--- src/design/pmst_pkg.sv ---
// Shared types and constants for the Prim spanning tree core.
package pmst_pkg;

   localparam int DEFAULT_MAX_VERTICES = 16;
   // Input row and column fields are 4 bits wide, so no more than 16 vertices are addressable.
   localparam int INDEX_LIMIT          = 16;
   localparam int WEIGHT_W             = 16;
   localparam int VERTEX_W             = 5;
   localparam logic [VERTEX_W-1:0] VERTEX_COUNT_RESET = 5'd16;

   typedef struct packed {
      logic [3:0]          row_index;
      logic [3:0]          col_index;
      logic [WEIGHT_W-1:0] weight;
      logic                last_entry;
   } req_type;

   typedef struct packed {
      logic [VERTEX_W-1:0] from_vertex;
      logic [WEIGHT_W-1:0] edge_weight;
      logic [VERTEX_W-1:0] to_vertex;
      logic                disconnected;
      logic                last_edge;
   } rsp_type;

   typedef struct packed {
      logic clear;
      logic sample;
      logic eligible;
   } track_ctl_type;

endpackage

--- src/design/prim_mst_adjacency_matrix_core.sv ---
// Prim minimum spanning tree core: loads a weight matrix, then emits tree edges from vertex 0.
//
// Matrix entries load one per cycle into the weight memory while the core is idle; a request
// flagged last_entry starts a run over the first n vertices (n from csr vertex_count). Each
// step sweeps all n*n matrix entries through the single read port of the weight memory, one
// per cycle, then drains the read pipeline and posts the edge, waiting while the result
// channel stalls. Requests are refused during a run. No clearing pass follows reset; matrix
// entries must be written before a run reads them. A run on one vertex posts no result; a
// graph with no crossing edge left posts one result flagged disconnected and ends the run.
module prim_mst_adjacency_matrix_core #(
   parameter int MAX_VERTICES = pmst_pkg::DEFAULT_MAX_VERTICES
) (
   input  logic                          clock,
   input  logic                          reset,
   input  logic                          req_valid,
   output logic                          req_ready,
   input  pmst_pkg::req_type             req_payload,
   output logic                          rsp_valid,
   input  logic                          rsp_ready,
   output pmst_pkg::rsp_type             rsp_payload,
   input  logic                          csr_write_enable,
   input  logic [pmst_pkg::VERTEX_W-1:0] csr_write_data
);

   localparam int VW   = $clog2(MAX_VERTICES);
   localparam int AW   = 2 * VW;
   localparam int NCAP = (MAX_VERTICES < pmst_pkg::INDEX_LIMIT) ? MAX_VERTICES
                                                                 : pmst_pkg::INDEX_LIMIT;

   typedef enum logic [3:0] {
      ST_IDLE  = 4'b0001,
      ST_SCAN  = 4'b0010,
      ST_DRAIN = 4'b0100,
      ST_EMIT  = 4'b1000
   } state_type;

   state_type state_ff, state_in;

   logic [pmst_pkg::VERTEX_W-1:0] vertex_count_ff;
   logic [pmst_pkg::VERTEX_W-1:0] n_eff;
   logic [VW-1:0]                 n_last_ff, n_last_in;
   logic [VW-1:0]                 row_ff, row_in;
   logic [VW-1:0]                 col_ff, col_in;
   logic [VW-1:0]                 edges_ff, edges_in;
   logic [MAX_VERTICES-1:0]       visited_ff, visited_in;
   logic                          rd_valid_ff;
   logic [VW-1:0]                 rd_row_ff, rd_col_ff;
   logic                          rsp_valid_ff, rsp_valid_in;
   pmst_pkg::rsp_type             rsp_ff, rsp_in;
   logic                          rsp_load;

   logic                          req_accept;
   logic                          wr_en;
   logic [AW-1:0]                 wr_addr;
   logic                          rd_en;
   logic [pmst_pkg::WEIGHT_W-1:0] rd_data;

   pmst_pkg::track_ctl_type       track_ctl;
   logic                          track_clear;
   logic                          found;
   logic [pmst_pkg::WEIGHT_W-1:0] best_weight;
   logic [VW-1:0]                 best_row;
   logic [VW-1:0]                 best_col;
   logic                          rsp_free;
   logic                          final_edge;

   assign req_ready  = (state_ff == ST_IDLE);
   assign req_accept = req_valid && req_ready;
   assign rsp_free   = !rsp_valid_ff || rsp_ready;

   // Entries beyond the store are dropped.
   assign wr_en   = req_accept && (int'(req_payload.row_index) < MAX_VERTICES) &&
                    (int'(req_payload.col_index) < MAX_VERTICES);
   assign wr_addr = {VW'(req_payload.row_index), VW'(req_payload.col_index)};
   assign rd_en   = (state_ff == ST_SCAN);

   always_comb begin
      if (vertex_count_ff == '0) begin
         n_eff = pmst_pkg::VERTEX_W'(1);
      end else if (int'(vertex_count_ff) > NCAP) begin
         n_eff = pmst_pkg::VERTEX_W'(NCAP);
      end else begin
         n_eff = vertex_count_ff;
      end
   end

   assign final_edge = (VW'(edges_ff + 1'b1) == n_last_ff);

   pmst_weight_ram #(
      .ADDR_W (AW),
      .DATA_W (pmst_pkg::WEIGHT_W)
   ) u_ram (
      .clock   (clock),
      .wr_en   (wr_en),
      .wr_addr (wr_addr),
      .wr_data (req_payload.weight),
      .rd_en   (rd_en),
      .rd_addr ({row_ff, col_ff}),
      .rd_data (rd_data)
   );

   assign track_ctl = '{clear:    track_clear,
                        sample:   rd_valid_ff,
                        eligible: visited_ff[rd_row_ff] && !visited_ff[rd_col_ff]};

   pmst_min_track #(
      .VW (VW)
   ) u_track (
      .clock       (clock),
      .reset       (reset),
      .ctl         (track_ctl),
      .data        (rd_data),
      .tag_row     (rd_row_ff),
      .tag_col     (rd_col_ff),
      .found       (found),
      .best_weight (best_weight),
      .best_row    (best_row),
      .best_col    (best_col)
   );

   always_comb begin
      state_in     = state_ff;
      n_last_in    = n_last_ff;
      row_in       = row_ff;
      col_in       = col_ff;
      edges_in     = edges_ff;
      visited_in   = visited_ff;
      rsp_valid_in = rsp_valid_ff && !rsp_ready;
      rsp_in       = rsp_ff;
      rsp_load     = 1'b0;
      track_clear  = 1'b0;
      unique case (state_ff)
         ST_IDLE: begin
            if (req_accept && req_payload.last_entry) begin
               n_last_in = VW'(n_eff - 1'b1);
               // A single vertex run posts nothing.
               if (n_eff != pmst_pkg::VERTEX_W'(1)) begin
                  visited_in  = MAX_VERTICES'(1);
                  edges_in    = '0;
                  row_in      = '0;
                  col_in      = '0;
                  track_clear = 1'b1;
                  state_in    = ST_SCAN;
               end
            end
         end
         ST_SCAN: begin
            if (col_ff == n_last_ff) begin
               col_in = '0;
               if (row_ff == n_last_ff) begin
                  state_in = ST_DRAIN;
               end else begin
                  row_in = row_ff + 1'b1;
               end
            end else begin
               col_in = col_ff + 1'b1;
            end
         end
         ST_DRAIN: begin
            state_in = ST_EMIT;
         end
         ST_EMIT: begin
            if (rsp_free) begin
               rsp_load     = 1'b1;
               rsp_valid_in = 1'b1;
               if (!found) begin
                  rsp_in.from_vertex  = '0;
                  rsp_in.edge_weight  = '0;
                  rsp_in.to_vertex    = '0;
                  rsp_in.disconnected = 1'b1;
                  rsp_in.last_edge    = 1'b1;
                  state_in            = ST_IDLE;
               end else begin
                  rsp_in.from_vertex  = pmst_pkg::VERTEX_W'(best_row) + 1'b1;
                  rsp_in.edge_weight  = best_weight;
                  rsp_in.to_vertex    = pmst_pkg::VERTEX_W'(best_col) + 1'b1;
                  rsp_in.disconnected = 1'b0;
                  rsp_in.last_edge    = final_edge;
                  visited_in[best_col] = 1'b1;
                  edges_in            = edges_ff + 1'b1;
                  if (final_edge) begin
                     state_in = ST_IDLE;
                  end else begin
                     row_in      = '0;
                     col_in      = '0;
                     track_clear = 1'b1;
                     state_in    = ST_SCAN;
                  end
               end
            end
         end
         default: begin
            state_in = ST_IDLE;
         end
      endcase
   end

   always_ff @(posedge clock) begin
      if (reset) begin
         state_ff        <= ST_IDLE;
         vertex_count_ff <= pmst_pkg::VERTEX_COUNT_RESET;
         visited_ff      <= '0;
         edges_ff        <= '0;
         row_ff          <= '0;
         col_ff          <= '0;
         n_last_ff       <= '0;
         rd_valid_ff     <= 1'b0;
         rsp_valid_ff    <= 1'b0;
      end else begin
         state_ff     <= state_in;
         visited_ff   <= visited_in;
         edges_ff     <= edges_in;
         row_ff       <= row_in;
         col_ff       <= col_in;
         n_last_ff    <= n_last_in;
         rd_valid_ff  <= rd_en;
         rsp_valid_ff <= rsp_valid_in;
         if (csr_write_enable) begin
            vertex_count_ff <= csr_write_data;
         end
      end
   end

   // Tag each read with its matrix position, registered from the address so it lines up with the read data.
   always_ff @(posedge clock) begin
      rd_row_ff <= row_ff;
      rd_col_ff <= col_ff;
      if (rsp_load) begin
         rsp_ff <= rsp_in;
      end
   end

   assign rsp_valid   = rsp_valid_ff;
   assign rsp_payload = rsp_ff;

endmodule

--- src/design/pmst_weight_ram.sv ---
// Single write port, single registered read port weight memory.
module pmst_weight_ram #(
   parameter int ADDR_W = 8,
   parameter int DATA_W = 16
) (
   input  logic              clock,
   input  logic              wr_en,
   input  logic [ADDR_W-1:0] wr_addr,
   input  logic [DATA_W-1:0] wr_data,
   input  logic              rd_en,
   input  logic [ADDR_W-1:0] rd_addr,
   output logic [DATA_W-1:0] rd_data
);

   logic [DATA_W-1:0] mem [2**ADDR_W];
   logic [DATA_W-1:0] rd_data_ff;

   always_ff @(posedge clock) begin
      if (wr_en) begin
         mem[wr_addr] <= wr_data;
      end
   end

   always_ff @(posedge clock) begin
      if (rd_en) begin
         rd_data_ff <= mem[rd_addr];
      end
   end

   assign rd_data = rd_data_ff;

endmodule

--- src/design/pmst_min_track.sv ---
// Running minimum of crossing-edge weights over one scan of the matrix.
module pmst_min_track #(
   parameter int VW = 4
) (
   input  logic                          clock,
   input  logic                          reset,
   input  pmst_pkg::track_ctl_type       ctl,
   input  logic [pmst_pkg::WEIGHT_W-1:0] data,
   input  logic [VW-1:0]                 tag_row,
   input  logic [VW-1:0]                 tag_col,
   output logic                          found,
   output logic [pmst_pkg::WEIGHT_W-1:0] best_weight,
   output logic [VW-1:0]                 best_row,
   output logic [VW-1:0]                 best_col
);

   logic                          found_ff;
   logic [pmst_pkg::WEIGHT_W-1:0] best_weight_ff;
   logic [VW-1:0]                 best_row_ff;
   logic [VW-1:0]                 best_col_ff;
   logic                          take;

   // Strict less-than keeps the first candidate on equal weights.
   assign take = ctl.sample && ctl.eligible && (data != '0) &&
                 (!found_ff || (data < best_weight_ff));

   always_ff @(posedge clock) begin
      if (reset) begin
         found_ff <= 1'b0;
      end else if (ctl.clear) begin
         found_ff <= 1'b0;
      end else if (take) begin
         found_ff <= 1'b1;
      end
   end

   always_ff @(posedge clock) begin
      if (take && !ctl.clear) begin
         best_weight_ff <= data;
         best_row_ff    <= tag_row;
         best_col_ff    <= tag_col;
      end
   end

   assign found       = found_ff;
   assign best_weight = best_weight_ff;
   assign best_row    = best_row_ff;
   assign best_col    = best_col_ff;

endmodule
--- config.mk ---
export PLATFORM = sky130hd
export DESIGN_NAME = prim_mst_adjacency_matrix_core
export DESIGN_NICKNAME = d
export VERILOG_FILES = /design/src/design/pmst_pkg.sv /design/src/design/prim_mst_adjacency_matrix_core.sv /design/src/design/pmst_weight_ram.sv /design/src/design/pmst_min_track.sv
export SDC_FILE = /design/constraint.sdc
export NUM_CORES = 2
export LEC_CHECK = 0
export BUFFER_PORTS_ARGS = -buffer_cell sky130_fd_sc_hd__buf_4
export CORE_UTILIZATION = 32
export DETAILED_ROUTE_END_ITERATION = 10
export REMOVE_ABC_BUFFERS = 1
export SYNTH_ARGS = -nofsm -noshare
export SYNTH_HDL_FRONTEND = slang
export SYNTH_SLANG_ARGS = --single-unit
--- constraint.sdc ---
create_clock -name clock -period 3.8 [get_ports clock]
set_input_delay 0.76 -clock clock [delete_from_list [all_inputs] [get_ports clock]]
set_output_delay 0.76 -clock clock [all_outputs]
set_load 0.01 [all_outputs]
* Word level (Yosys, flattened, before mapping)
Memories as Yosys holds them, arrays and structs flattened. A register that Yosys moved wholly into a read port is not among the register bits. Index checks and enable logic that the tools add are counted.
Cells by class: muxes and demuxes 47, order comparisons 6, reduce and logical (&&, ||, !) cells 27, $add $sub $neg 6, equal/unequal tests 16, bitwise gates (word level) 1
Operators with widths (count):
- $mux 16 | 4
- $mux 4 | 15
- $pmux 16 s2 | 1
- $pmux 4 s3 | 2
- $lt 16x16->1 | 1
- $or 16x16->16 | 1
- $pmux 4 s4 | 1
- $reduce_bool 16->1 | 1
- $lt 4x5->1 const B | 3
- $mux 1 | 14
- $add 4x1->4 const B | 3
- $eq 4x4->1 | 3
- $add 4x1->5 const B | 2
- $mux 5 | 2
- $ne 2x1->1 const B | 5
- $reduce_and 5->1 | 2
- $logic_and 1x1->1 | 9
- $bmux 1 s4 | 2
- $pmux 4 s2 | 1
- $reduce_and 8->1 | 1
- $mux 2 | 3
- $ne 2x2->1 const B | 3
- $reduce_and 6->1 | 1
- $gt 5x5->1 const B | 1
- other kinds (17) | 22
Storage, ports and cells: memories 1, register bits after elaboration 104, memory bits (writable) 4096, output and inout port bits 30
Memory list:
- u_ram.mem | words 256, width 16, read ports 1, clocked after Yosys merged registers in 1, write ports 1, line pmst_weight_ram.sv:15 | logic [DATA_W-1:0] mem [2**ADDR_W];

* Longest topological paths before layout
depth after elaboration 9, depth in mapped cells 12

* Hierarchy
A second synthesis with hierarchy kept.
Unflattened totals: cell total of the unflattened synthesis 7775, area total of the unflattened synthesis 163657.0 sq um
By module, submodules not included:
- pmst_weight_ram | seq. area each 123478.4 sq um, cells an instance 7360, times used 1, area each 158874.9 sq um
- prim_mst_adjacency_matrix_core | seq. area each 1861.8 sq um, cells an instance 327, times used 1, area each 3607.2 sq um
- pmst_min_track | seq. area each 740.7 sq um, cells an instance 88, times used 1, area each 1174.9 sq um

* Worst setup path after synthesis
OpenSTA, ideal clock, no wires.
path type reg2reg, start point register edges_ff[0], end point register u_track.best_col_ff[0], in the netlist u_track.best_col[0] (enable), clock period less this slack 3909 ps, cell stages (with the launch flop) 8, setup slack -109 ps, path buffers 0, data required time 3358 ps, data arrival time 3467 ps, cells stage by stage dfxtp_1 ha_1 xor2_1 o41ai_1 nor3_1 a31oi_1 nand4_1 a211oi_1
Between the ends: longest elaborated chain between the ends 8
Ends and longest elaborated chain:
- from (decl) | line prim_mst_adjacency_matrix_core.sv:44 | logic [VW-1:0] edges_ff, edges_in;
- from (signal assigned) | line prim_mst_adjacency_matrix_core.sv:212 | edges_ff <= edges_in;
- $add 4x1->4 | line prim_mst_adjacency_matrix_core.sv:87 | assign final_edge = (VW'(edges_ff + 1'b1) == n_last_ff);
- $eq 4x4->1 | line prim_mst_adjacency_matrix_core.sv:87
- $mux 1 | line prim_mst_adjacency_matrix_core.sv:181 | if (final_edge) begin
- $mux 1 | line prim_mst_adjacency_matrix_core.sv:166 | if (!found) begin
- $mux 1 | line prim_mst_adjacency_matrix_core.sv:163 | if (rsp_free) begin
- $pmux 1 s2 | line prim_mst_adjacency_matrix_core.sv:132 | unique case (state_ff)
- $logic_not 1->1 | line pmst_min_track.sv:38 | if (take && !ctl.clear) begin
- $logic_and 1x1->1 | line pmst_min_track.sv:38
- to (signal assigned) | line pmst_min_track.sv:41 | best_col_ff <= tag_col;
- to (decl) | line pmst_min_track.sv:20 | logic [VW-1:0] best_col_ff;
Every way passes these cells. A chain may end at the register's enable or synchronous reset.

==> reports/metrics.csv <==
stage,metric,value,unit
grt,gr-total-overflow,0,
setup_path,crit_family,compound AO/OA/AOI/OAI gates,
cts,cts_made_buffers,421,
pwr,sequentialPowerShare,48.1,%
outcome,status,"complete, no violations",
pwr,p_int,80.9,mW
grt,grt_max_degree,114,
grt,grt_pass1_wl,644000,um
sta,slew_headroom,2.93,%
grt,grt_pass1_vias,83200,
setup_path,critPathBufInv,4,
finish,post-route-util,37.4,%
finish,nFillCells,45300,
synthesis,post_synth_inst_count,7605,
detailed_routing,dr_total_vias,83200,
pwr,netSwitchingFraction,24.2,%
synthesis,ys_top_cells_by_area,"edfxtp_1 (77%), mux4_2 (11%), mux2i_1 (2.4%), a221oi_1 (0.87%), nor2_1 (0.81%)",
pwr,p_leak,57.8,nW
setup_path,required,4.52,ns
sta,finalHoldViolCount,0,
cts,root_buffer,clkbuf_16,
pwr,peakVddDrop,0.489,mV
synthesis,synth_seq_area_share,77.3,%
setup_path,critPathKind,flop to flop,
cts,path_clk_slew,0.06,ns
cts,cts_tree,yes,
cts,worstSkewPairLatency,0.99,ns
detailed_routing,ant_nets,0,
setup_path,critPathMaxFanout,31,
cts,cts_buffer_depth,4,
detailed_routing,wirelength,462000,um
setup_path,worstSetupEndpointType,flop,
synthesis,syn_area,0.163,mm^2
finish,finalNonFillerCells,15400,
setup_path,crit_arrival,4.50,ns
setup_path,worst-r2r-cell-count,10,
synthesis,ys_types,79,
detailed_routing,dr.pass1.iters,6,
floorplan,die_w,716,um
setup_path,crit_path_top_delay_cell,dfxtp_4,
finish,final_area,0.190,mm^2
synthesis,synth_warnings,0,
setup_path,cp.depth,10,
floorplan,die_h,716,um
hold_path,hp-class,input port to flop,
floorplan,coreArea,0.507,mm^2
pwr,power.density,563,mW/mm^2
floorplan,ios,65,
place,place_area,0.176,mm^2
floorplan,core.rowCount,261,
pwr,clkPwrFrac,38.1,%
pwr,power.total,107,mW
detailed_routing,dr.first_iter.drc_count,10800,
grt,antenna_found_initial,26,
synthesis,yosys.area.top_type,edfxtp_1,
synthesis,yosys.area.top_type_share,76.6,%
sta,fin_crit_sh,99.4,%
finish,area_delta_synth_final,16.2,%
place,gp_congestion,0.875,
sta,finClkSkew,0.0794,ns
sta,tightest_slew,1.44,ns
sta,min_period,3.78,ns
run,cap_violations,0,
floorplan,die-area,0.513,mm^2
sta,setup_violations,0,
synthesis,syn_area_per_cell,21.5,um^2
detailed_routing,post-route-drc-count,0,
synthesis,synth_edf_count,4164,
setup_path,cp_cell_sequence,"buf_4, buf_12, buf_8, mux4_2, a22o_1, a221oi_1, buf_4, o22ai_1, nor4_1, nor4_1",
finish,mostFrequentLayoutCells,"edfxtp_1 (4164), mux4_2 (830), buf_4 (660), clkbuf_16 (429), mux2i_1 (390)",
sta,maxSlewViolCount,0,
place,io_buffers,64,
grt,grt_usage,17.5,%
cts,cts.sinks,4216,
synthesis,synth_seq_cells,4216,
finish,final_common_cell,edfxtp_1,
hold_path,holdPathStages,3,
detailed_routing,viasPerCell,5.39,
finish,fin_nets,8424,
floorplan,start_util,32.2,%
place,pre_cts_ws,-0.462,ns
finish,drive_above_1_share,27.0,%
synthesis,synthFlopType,edfxtp_1,
sta,max_freq,0.265,GHz
sta,setup_slack,0.0246,ns
cts,htree_levels,5,
pwr,power_frac_comb,13.8,%
pwr,p_sw,25.8,mW
sta,tns,0,ns
place,place_inst,14600,
place,dp_hpwl,288000,um
setup_path,startpoint_type,flop,
sta,hold_slack,0.0964,ns
synthesis,async_reset_ff_share,0,%
detailed_routing,wire_per_inst,29.9,um
setup_path,max_stage_delay,0.53,ns
[path summary, 6_finish.rpt]
kind	end	start	slack, ns
setup / recovery	u_ram.rd_data[11]	col_ff[0]	0.02
setup reg to reg	u_ram.rd_data[11]	col_ff[0]	0.02
hold reg to reg	u_track.best_col[2]	rd_col_ff[2]	0.47
hold / removal	rsp_valid	rsp_ready	0.1
[worst reg2reg max path, delay by kind of cell, from the launching register on]
family                 cells  cell delay [ns]
buffers and inverters      4             1.04
AOI/OAI and AO/OA          3             0.97
DFF                        1             0.53
and+or+nand+nor            2             0.44
muxes                      1             0.53
[cell type report]
| class | instances | area (um^2) | share of cell area (%) |
|---|---|---|---|
| diodes | 12 | 30.0 | 0.0158 |
| clock buffers | 513 | 11100 | 5.84 |
| clock inverters | 259 | 2370 | 1.25 |
| inverters | 27 | 104 | 0.0548 |
| multi-input cells | 2907 | 34200 | 18.0 |
| flip-flops and latches | 4216 | 126000 | 66.5 |
| well taps | 6706 | 8390 | 4.42 |
| repair buffers | 791 | 7410 | 3.90 |
[power by group through the flow]
stage               registers [mW]  logic (mW)  clock network (mW)
finish                        51.3        14.8                40.6
global route                  51.3        15.6                42.8
CTS                           51.3        14.9                41.2
detailed placement            52.3        14.8                   0
global placement              52.3        14.7                   0
floorplan                     52.6        5.48                   0
[synth_stat cells (all sizes together) (6+ instances only)]
cell,number
edfxtp,4164
mux4,852
mux2i,390
nor2,353
buf,273
a221oi,181
clkbuf,181
a21oi,156
a22oi,141
o21ai,139
a22o,93
nor3,76
nand2,60
dfxtp,52
o22ai,49
o31ai,49
a211oi,40
a221o,36
nand3,29
nor4,29
nor2b,28
inv,27
ha,25
a31oi,23
a21boi,22
nand2b,16
nand4,12
xnor2,12
o211ai,11
or3,10
and2,9
mux2,9
xor2,9
or2,6
[timing repair]
action                                  4_1_cts  5_1_grt
gates resized for setup                      21       16
setup buffers                                 4        0
endpoints found under the setup margin       15       10
hold endpoints to repair                      5        0
hold buffers                                  6        0
pin swaps                                     1        2
[registers in the layout (all words and copies together), names as in the netlist, 4 cells and up]
name	count
col_ff	4
edges_ff	4
n_last_ff	4
rd_col_ff	4
rd_row_ff	4
row_ff	4
rsp_payload	28
state_ff	4
u_ram.mem	4096
u_ram.rd_data	16
u_track.best_col	4
u_track.best_row	4
u_track.best_weight	16
vertex_count_ff	5
visited_ff	16
[cell families (layout without fill, tap and decap cells)]
| kind of cell | after synthesis | in the layout | synth area share [%] |
|---|---|---|---|
| AO/OA/AOI/OAI | 966 | 966 | 4.32 |
| XOR/XNOR | 21 | 21 | 0.113 |
| adder cells (fa/ha/maj) | 25 | 25 | 0.192 |
| buffers and inverters | 482 | 1590 | 2.01 |
| flip-flops | 4216 | 4216 | 77.3 |
| multiplexers | 1251 | 1251 | 14.3 |
| other | 0 | 12 | 0 |
| AND/OR/NAND/NOR | 644 | 644 | 1.82 |
[metal layers]
metal,GRT usage [%],wire length (um)
met3,3.27,39900
met4,6.38,18200
met2,28.3,219000
met5,0,37
met1,23.7,185000
No activity file was read; power rests on OpenSTA's default activity.
